[src/design/sle_pkg.sv]
// Package for the sequential list engine: command codes, status codes, sizes.
`default_nettype none
package sle_pkg;
   localparam int CAPACITY_DEFAULT = 64;
   localparam int DATA_W = 32;
   localparam int POS_W = 7;

   typedef enum logic [2:0] {
      CMD_INSERT    = 3'd0,
      CMD_DELETE    = 3'd1,
      CMD_LOCATE    = 3'd2,
      CMD_DEL_MIN   = 3'd3,
      CMD_DEL_EQ    = 3'd4,
      CMD_DEL_OPEN  = 3'd5,
      CMD_DEL_CLOSE = 3'd6,
      CMD_NOP       = 3'd7
   } cmd_type;

   typedef enum logic [2:0] {
      ST_OK        = 3'd0,
      ST_BAD_POS   = 3'd1,
      ST_FULL      = 3'd2,
      ST_EMPTY     = 3'd3,
      ST_BAD_RANGE = 3'd4
   } status_type;

   typedef enum logic [1:0] {
      FSM_IDLE,
      FSM_WALK,
      FSM_DONE
   } fsm_type;

   // Per-cycle control broadcast from the sequencer to every cell.
   typedef struct packed {
      logic pop;    // the word in cell 0 leaves; every cell takes its right neighbor
      logic push;   // the tail word enters at the end of the held list
   } ctl_type;
endpackage
`default_nettype wire

[src/design/sequential_list_engine_core.sv]
// Top level of the sequential list engine: sequencer and chain of cells.
//
// Usage: drive req_cmd, req_position, req_value and req_upper_bound and
// raise start while busy is low; the command is transferred at that edge.
// busy stays high until the result has been shown. Exactly one result
// comes back per command, shown for one cycle with rsp_valid; the
// receiver cannot stall it. The list lives in a chain of CAPACITY cells
// used as a queue: each walk step pops the word in cell 0 and either
// pushes it back at the end, drops it, or pushes another word; the insert
// step pushes the new word with no pop. After one pass over the list the
// survivors sit in order at cells 0..length-1. A command takes S walk
// steps, then shows its result in the next cycle, and the next command
// can be transferred once busy is low again. S is length+1 for insert,
// length for delete, locate, delete-equal and the range deletes, twice
// the length for delete-min (search lap, then removal lap), and 0 for a
// rejected command, the unused code or any other command on an empty list.
// Reset clears the length and the sequencer; the cell words are not
// cleared and are never read beyond the length.
`default_nettype none
module sequential_list_engine_core #(
   parameter int CAPACITY = sle_pkg::CAPACITY_DEFAULT
) (
   input  wire logic                              clock,
   input  wire logic                              reset,
   input  wire logic                              start,
   output logic                                   busy,
   input  wire logic [2:0]                        req_cmd,
   input  wire logic [sle_pkg::POS_W-1:0]         req_position,
   input  wire logic signed [sle_pkg::DATA_W-1:0] req_value,
   input  wire logic signed [sle_pkg::DATA_W-1:0] req_upper_bound,
   output logic                                   rsp_valid,
   output logic [2:0]                             rsp_status,
   output logic signed [sle_pkg::DATA_W-1:0]      rsp_result_value,
   output logic [sle_pkg::POS_W-1:0]              rsp_found_position,
   output logic [sle_pkg::POS_W-1:0]              rsp_removed_count,
   output logic [sle_pkg::POS_W-1:0]              rsp_list_length
);
   import sle_pkg::*;
   localparam int CW = $clog2(CAPACITY + 1);   // counts up to CAPACITY
   localparam int XW = ((CW > POS_W) ? CW : POS_W) + 1;

   fsm_type state_ff, state_in;
   cmd_type cmd_ff;
   status_type status_ff, st_new;
   logic walk_new;
   logic signed [DATA_W-1:0] val_ff, up_ff, res_ff, min_ff, last_ff;
   logic [CW-1:0] count_ff, len_ff, idx_ff, pm1_ff, minidx_ff, removed_ff, cm1;
   logic [POS_W-1:0] found_ff;
   logic got_ff, ins_ff, phase_ff;
   logic walking, ins_step, at_last, at_pos, at_min, match, pop, push, final_step;
   logic [DATA_W-1:0] head, tail_word;
   logic signed [DATA_W-1:0] hs;
   ctl_type ctl;
   logic [CAPACITY-1:0][DATA_W-1:0] ring;

   genvar g;
   generate
      for (g = 0; g < CAPACITY; g++) begin : g_cell
         logic [DATA_W-1:0] nb;
         if (g == CAPACITY - 1) begin : g_t
            assign nb = tail_word;
         end else begin : g_n
            assign nb = ring[g+1];
         end
         sle_cell #(.CAPACITY(CAPACITY), .IDX(g)) u_cell (
            .clock(clock), .ctl(ctl), .len(len_ff), .word_next(nb),
            .word_tail(tail_word), .word_out(ring[g]));
      end
   endgenerate
   assign head = ring[0];
   assign hs = signed'(head);

   // Check the command against the length at the transfer edge.
   always_comb begin
      st_new = ST_OK;
      case (cmd_type'(req_cmd))
         CMD_INSERT:
            if (req_position == '0 || XW'(req_position) > XW'(count_ff) + XW'(1))
               st_new = ST_BAD_POS;
            else if (count_ff >= CW'(CAPACITY)) st_new = ST_FULL;
         CMD_DELETE:
            if (req_position == '0 || XW'(req_position) > XW'(count_ff))
               st_new = ST_BAD_POS;
         CMD_DEL_MIN: if (count_ff == '0) st_new = ST_EMPTY;
         CMD_DEL_OPEN, CMD_DEL_CLOSE:
            if (req_value >= req_upper_bound) st_new = ST_BAD_RANGE;
         default: ;
      endcase
      walk_new = (st_new == ST_OK) && ((cmd_type'(req_cmd) == CMD_INSERT)
                 || (cmd_type'(req_cmd) != CMD_NOP && count_ff != '0));
   end

   // One walk step: idx_ff is the index of the word now in cell 0.
   always_comb begin
      walking = (state_ff == FSM_WALK);
      cm1 = count_ff - CW'(1);
      at_last = (idx_ff == cm1);
      at_pos = (idx_ff == pm1_ff);
      at_min = (idx_ff == minidx_ff);
      ins_step = 1'b0;
      match = 1'b0;
      pop = 1'b1;
      push = 1'b1;
      tail_word = head;
      final_step = at_last;
      case (cmd_ff)
         CMD_INSERT: begin
            ins_step = !ins_ff && at_pos;
            pop = !ins_step;
            if (ins_step) tail_word = val_ff;
            final_step = ins_step ? (idx_ff == count_ff) : (at_last && ins_ff);
         end
         CMD_DELETE: begin
            match = at_pos;
            push = !match;
         end
         CMD_DEL_EQ: begin
            match = (hs == val_ff);
            push = !match;
         end
         CMD_DEL_OPEN: begin
            match = (hs > val_ff) && (hs < up_ff);
            push = !match;
         end
         CMD_DEL_CLOSE: begin
            match = (hs >= val_ff) && (hs <= up_ff);
            push = !match;
         end
         CMD_DEL_MIN: begin
            final_step = at_last && phase_ff;
            // second lap: the minimum's slot takes the last word, drop the last
            if (phase_ff) begin
               if (at_min) begin
                  match = 1'b1;
                  push = !at_last;
                  tail_word = last_ff;
               end else if (at_last) begin
                  push = 1'b0;
               end
            end
         end
         default: ;
      endcase
      ctl.pop = walking && pop;
      ctl.push = walking && push;
   end

   always_comb begin
      state_in = state_ff;
      case (state_ff)
         FSM_IDLE: if (start) state_in = walk_new ? FSM_WALK : FSM_DONE;
         FSM_WALK: if (final_step) state_in = FSM_DONE;
         FSM_DONE: state_in = FSM_IDLE;
         default:  state_in = FSM_IDLE;
      endcase
   end

   always_comb begin
      busy = (state_ff != FSM_IDLE);
      rsp_valid = (state_ff == FSM_DONE);
      rsp_status = status_ff;
      rsp_result_value = res_ff;
      rsp_found_position = found_ff;
      rsp_removed_count = POS_W'(removed_ff);
      rsp_list_length = POS_W'(len_ff);
   end

   always_ff @(posedge clock) begin
      if (reset) begin
         state_ff <= FSM_IDLE;
         count_ff <= '0;
      end else begin
         state_ff <= state_in;
         if (state_ff == FSM_DONE) count_ff <= len_ff;
      end
   end

   always_ff @(posedge clock) begin
      if (state_ff == FSM_IDLE && start) begin
         cmd_ff <= cmd_type'(req_cmd);
         pm1_ff <= CW'(XW'(req_position) - XW'(1));
         val_ff <= req_value;
         up_ff <= req_upper_bound;
         status_ff <= st_new;
         len_ff <= count_ff;
         idx_ff <= '0;
         removed_ff <= '0;
         res_ff <= '0;
         found_ff <= '0;
         got_ff <= 1'b0;
         ins_ff <= 1'b0;
         phase_ff <= 1'b0;
         minidx_ff <= '0;
      end else if (walking) begin
         if (ins_step) ins_ff <= 1'b1;
         else if (cmd_ff == CMD_DEL_MIN && !phase_ff && at_last) begin
            idx_ff <= '0;
            phase_ff <= 1'b1;
         end else idx_ff <= idx_ff + CW'(1);
         if (pop && !push) len_ff <= len_ff - CW'(1);
         else if (!pop && push) len_ff <= len_ff + CW'(1);
         if (match) begin
            removed_ff <= removed_ff + CW'(1);
            if (cmd_ff == CMD_DELETE || cmd_ff == CMD_DEL_MIN) res_ff <= hs;
         end
         if (cmd_ff == CMD_LOCATE && !got_ff && hs == val_ff) begin
            got_ff <= 1'b1;
            found_ff <= POS_W'(idx_ff + CW'(1));
         end
         // first lap: track the first minimum and hold the last word
         if (cmd_ff == CMD_DEL_MIN && !phase_ff) begin
            if (idx_ff == '0 || hs < min_ff) begin
               min_ff <= hs;
               minidx_ff <= idx_ff;
            end
            if (at_last) last_ff <= hs;
         end
      end
   end
endmodule
`default_nettype wire

[src/design/sle_cell.sv]
// One cell of the list queue: holds a word, takes its neighbor on a pop or the tail word.
`default_nettype none
module sle_cell #(
   parameter int CAPACITY = sle_pkg::CAPACITY_DEFAULT,
   parameter int IDX = 0
) (
   input  wire logic                                clock,
   input  wire sle_pkg::ctl_type                    ctl,
   input  wire logic [$clog2(CAPACITY + 1)-1:0]     len,
   input  wire logic [sle_pkg::DATA_W-1:0]          word_next,
   input  wire logic [sle_pkg::DATA_W-1:0]          word_tail,
   output logic      [sle_pkg::DATA_W-1:0]          word_out
);
   import sle_pkg::*;
   localparam int CW = $clog2(CAPACITY + 1);

   logic [DATA_W-1:0] word_ff;
   logic take_tail;

   // The end slot is len-1 after a pop and len without one.
   always_comb begin
      if (ctl.pop) take_tail = ctl.push && (CW'(IDX) == len - CW'(1));
      else take_tail = ctl.push && (CW'(IDX) == len);
   end

   always_ff @(posedge clock) begin
      if (take_tail) word_ff <= word_tail;
      else if (ctl.pop) word_ff <= word_next;
   end
   assign word_out = word_ff;
endmodule
`default_nettype wire

[config.mk]
export PLATFORM = sky130hd
export DESIGN_NAME = sequential_list_engine_core
export DESIGN_NICKNAME = d
export VERILOG_FILES = /design/src/design/sle_pkg.sv /design/src/design/sequential_list_engine_core.sv /design/src/design/sle_cell.sv
export SDC_FILE = /design/constraint.sdc
export NUM_CORES = 2
export LEC_CHECK = 0
export BUFFER_PORTS_ARGS = -buffer_cell sky130_fd_sc_hd__buf_2
export CAP_MARGIN = 10
export CORE_UTILIZATION = 35
export CTS_BUF_LIST = sky130_fd_sc_hd__clkbuf_4 sky130_fd_sc_hd__clkbuf_8
export CTS_CLUSTER_DIAMETER = 40
export DETAILED_ROUTE_END_ITERATION = 10
export GPL_TIMING_DRIVEN = 0
export SYNTH_ARGS = -nofsm -noshare
export SYNTH_HDL_FRONTEND = slang
export SYNTH_SLANG_ARGS = --single-unit
[constraint.sdc]
create_clock -name clock -period 6 [get_ports clock]
set_clock_uncertainty 0.15 [all_clocks]
set_input_delay 0.6 -clock clock [delete_from_list [all_inputs] [get_ports clock]]
set_output_delay 0.6 -clock clock [all_outputs]
set_load 0.01 [all_outputs]
==> impl_metrics.tcl <==
set metrics [dict create \
    layout_min_cycle_time_ns 6.06 \
    ys.flop_type "edfxtp_1" \
    numCtsBuffers 411 \
    clk_latency_ns 1.08 \
    viasPerCell 5.14 \
    synth_cell_types 81 \
    cts_tree "built" \
    cp_max_fo 10 \
    wl_per_cell_um 24.0 \
    dr.pass1.iters 6 \
    gp_congestion 0.887 \
    dpl.hpwl_mm 198 \
    timing.final.ws_setup_ns -0.0637 \
    antenna_found_initial 10 \
    hold_class "input port to flip-flop" \
    synth_fp_nets 6788 \
    yosysWarnings 0 \
    syn_avg_cell_area_um2 15.2 \
    setup_viol 1 \
    syn_to_final_growth_pct 15.9 \
    relSlewSlack 0.0303 \
    grt_pass1_vias 58700 \
    clkSinkCount 2268 \
    n_fill_cell 25600 \
    crit_path_end_kind "flip-flop" \
    initial_core_util 0.352 \
    fin_nets 7482 \
    final_area_um2 116000 \
    final_core_util 0.408 \
    tns_ns -0.0637 \
    whs_ns 0.118 \
    cellPowerDensity_nw_per_um2 418 \
    tightest_slew_ns 1.45 \
    grt_max_degree 74 \
    die_x_um 536 \
    cp_data_required_time_ns 6.48 \
    crit_type "flip-flop to flip-flop" \
    clkTransAtPathRegs_ns 0.06 \
    vias 58100 \
    seq_area_frac_synth 0.676 \
    drive_gt1_frac 0.320 \
    post-route-period-util 1.01 \
    syn_area_um2 99700 \
    clock-root-buffer "clkbuf_8" \
    wirelength_mm 271 \
    grt_pass1_wl_mm 394 \
    hold_viol 0 \
    rows 195 \
    die_area_um2 287000 \
    io_buffers 133 \
    cts_max_level 5 \
    io_pins 135 \
    post-route-drc-count 0 \
    synth_edf_count 2196 \
    cts_buffer_depth 4 \
    start_kind "flip-flop" \
    p_leak_nw 40.9 \
    ys_async_sr_fraction 0 \
    coreArea_um2 283000 \
    ys_seq_elements 2268 \
    fmax_ghz 0.165 \
    finalMaxSlewViolations 0 \
    gr-total-overflow 0 \
    rsz0062_at_grt "false" \
    grt_usage 0.186 \
    violations "setup timing" \
    first_iter_violations 5354 \
    fp.dieH_um 536 \
    outcome "complete, but fails checks" \
    post_dp_cell_area_um2 106000 \
    postRouteAntennaNets 0 \
    cap_viol_max_count 0 \
    synth_cells 6557 \
    worstPathArrival_ns 6.55 \
    max-vdd-ir-drop_mv 0.236 \
]
-- placed cells by master, fill, tap and decap left out, types with 12 or more instances in the layout --
master,n
a21o_1,30
a21oi_1,140
a221oi_4,21
and2_1,37
buf_1,13
buf_16,29
buf_2,278
buf_4,75
buf_6,17
bufinv_16,16
clkbuf_1,268
clkbuf_4,111
clkbuf_8,420
clkinv_1,130
clkinv_2,57
clkinvlp_4,17
dfxtp_1,72
dlygate4sd3_1,81
edfxtp_1,2196
ha_1,154
inv_1,156
mux2_1,202
mux2_2,1152
mux2_4,88
mux2i_1,40
nand2_1,604
nand3_1,36
nand4_1,43
nor2_1,173
nor3_1,26
nor4_1,12
o2111ai_1,17
o21ai_0,540
or2_2,12
or2_4,21
xnor2_1,32
xor2_1,17
-- cell type report --
class                           count  area [µm²]  share of cell area
Inverter                          190         729             0.00632
Antenna cell                        7        17.5            0.000152
Clock inverter                    191        1270              0.0110
Sequential cell                  2268       67400               0.583
Timing Repair Buffer              281        2660              0.0230
Multi-Input combinational cell   3606       29800               0.258
Tap cell                         3743        4680              0.0405
Buffer                            493        2320              0.0201
Clock buffer                      530        6610              0.0572
-- per-layer routing --
metal / track usage / part of all wire / vias up
met1: 0.249 / 0.43 / 29500
met5: 0 / 0 / -
met4: 0.0639 / 0.032 / 0
met3: 0.0339 / 0.065 / 438
met2: 0.303 / 0.47 / 2056
li1: - / - / 26100
-- power breakdown --
part | total, W | switching (W) | internal [W]
logic | 0.0102 | 0.00700 | 0.00318
clock network | 0.0144 | 0.00652 | 0.00785
registers | 0.0237 | 0.00109 | 0.0226
-- what timing repair did --
item                       in CTS  in global routing
cloned                          0                  1
setup endpoints to repair    1196               1458
hold endpoints to repair       88                  0
gates resized for setup        56                 22
hold buffers                   81                  0
pin swaps                       5                  2
buffers inserted                8                  6
-- critical path, cell delays in order (launching register included) --
cell and delay [ns]:
edfxtp_1 0.55, ha_1 0.48, nand4_1 0.24, nor4_2 0.56, and2_1 0.24, o31ai_1 0.09
and4b_1 0.27, mux2_4 0.37, a41o_1 0.25, buf_2 0.20, a211oi_4 0.73, clkbuf_2 0.53
nor2_1 0.08, a21oi_1 0.89
-- path summary, 6_finish.rpt --
kind / cells after the start / startpoint / slack [ns] / end
worst max-delay path: 13 / g_cell[0].u_cell.word_out[31]$_DFFE_PP_ / -0.06 / g_cell[0].u_cell.word_out[19]$_DFFE_PP_
worst min-delay path: 2 / req_upper_bound[8] / 0.12 / up_ff[8]$_DFFE_PP_
worst min register to register: 2 / minidx_ff[3]$_SDFFE_PP0P_ / 0.32 / minidx_ff[3]$_SDFFE_PP0P_
worst max register to register: 13 / g_cell[0].u_cell.word_out[31]$_DFFE_PP_ / -0.06 / g_cell[0].u_cell.word_out[19]$_DFFE_PP_
-- kinds of logic after synthesis --
| group | Yosys count | synth area share |
|---|---|---|
| AOI/OAI and AO/OA | 844 | 0.0501 |
| xor gates and xnor gates | 51 | 0.00463 |
| adders and majority gates | 154 | 0.0193 |
| buffers and inverters | 684 | 0.0304 |
| DFF | 2268 | 0.676 |
| muxes | 1482 | 0.170 |
| and+or+nand+nor | 1074 | 0.0492 |
-- flip-flops by register name (all words and copies together), names as in the netlist --
name	cells
val_ff	32
rsp_found_position	7
rsp_result_value	32
phase_ff	1
cmd_ff	3
got_ff	1
rsp_removed_count	7
rsp_status	3
g_cell.u_cell.word_out	2048
rsp_list_length	7
min_ff	32
minidx_ff	7
last_ff	32
count_ff	7
state_ff	2
ins_ff	1
idx_ff	7
up_ff	32
pm1_ff	7
-- synth_stat cells, drive strengths merged (19+ instances only) --
library cell	n	area, µm²
a21o	30	225
a21oi	142	718
a221oi	35	507
and2	37	231
buf	221	1290
clkbuf	273	1030
clkinv	33	124
dfxtp	72	1440
edfxtp	2196	65900
ha	154	1930
inv	157	589
mux2	1442	16600
mux2i	40	400
nand2	622	2340
nand3	36	180
nand4	43	269
nor2	176	668
nor3	41	280
nor4	29	339
o2111ai	19	166
o21ai	544	2730
or2	32	200
xnor2	33	297
-- per-stage QoR --
stage	cells	worst slack (ns)	power, W
after floorplan	6557	0.197	0.0294
after global placement	10400	-3.01	0.0332
after detailed placement	10500	-0.566	0.0339
after CTS	11300	-0.00723	0.0484
after global routing	11300	0.00618	0.0502
final	11300	-0.0637	0.0483
Power figures use the tool's default switching activity.
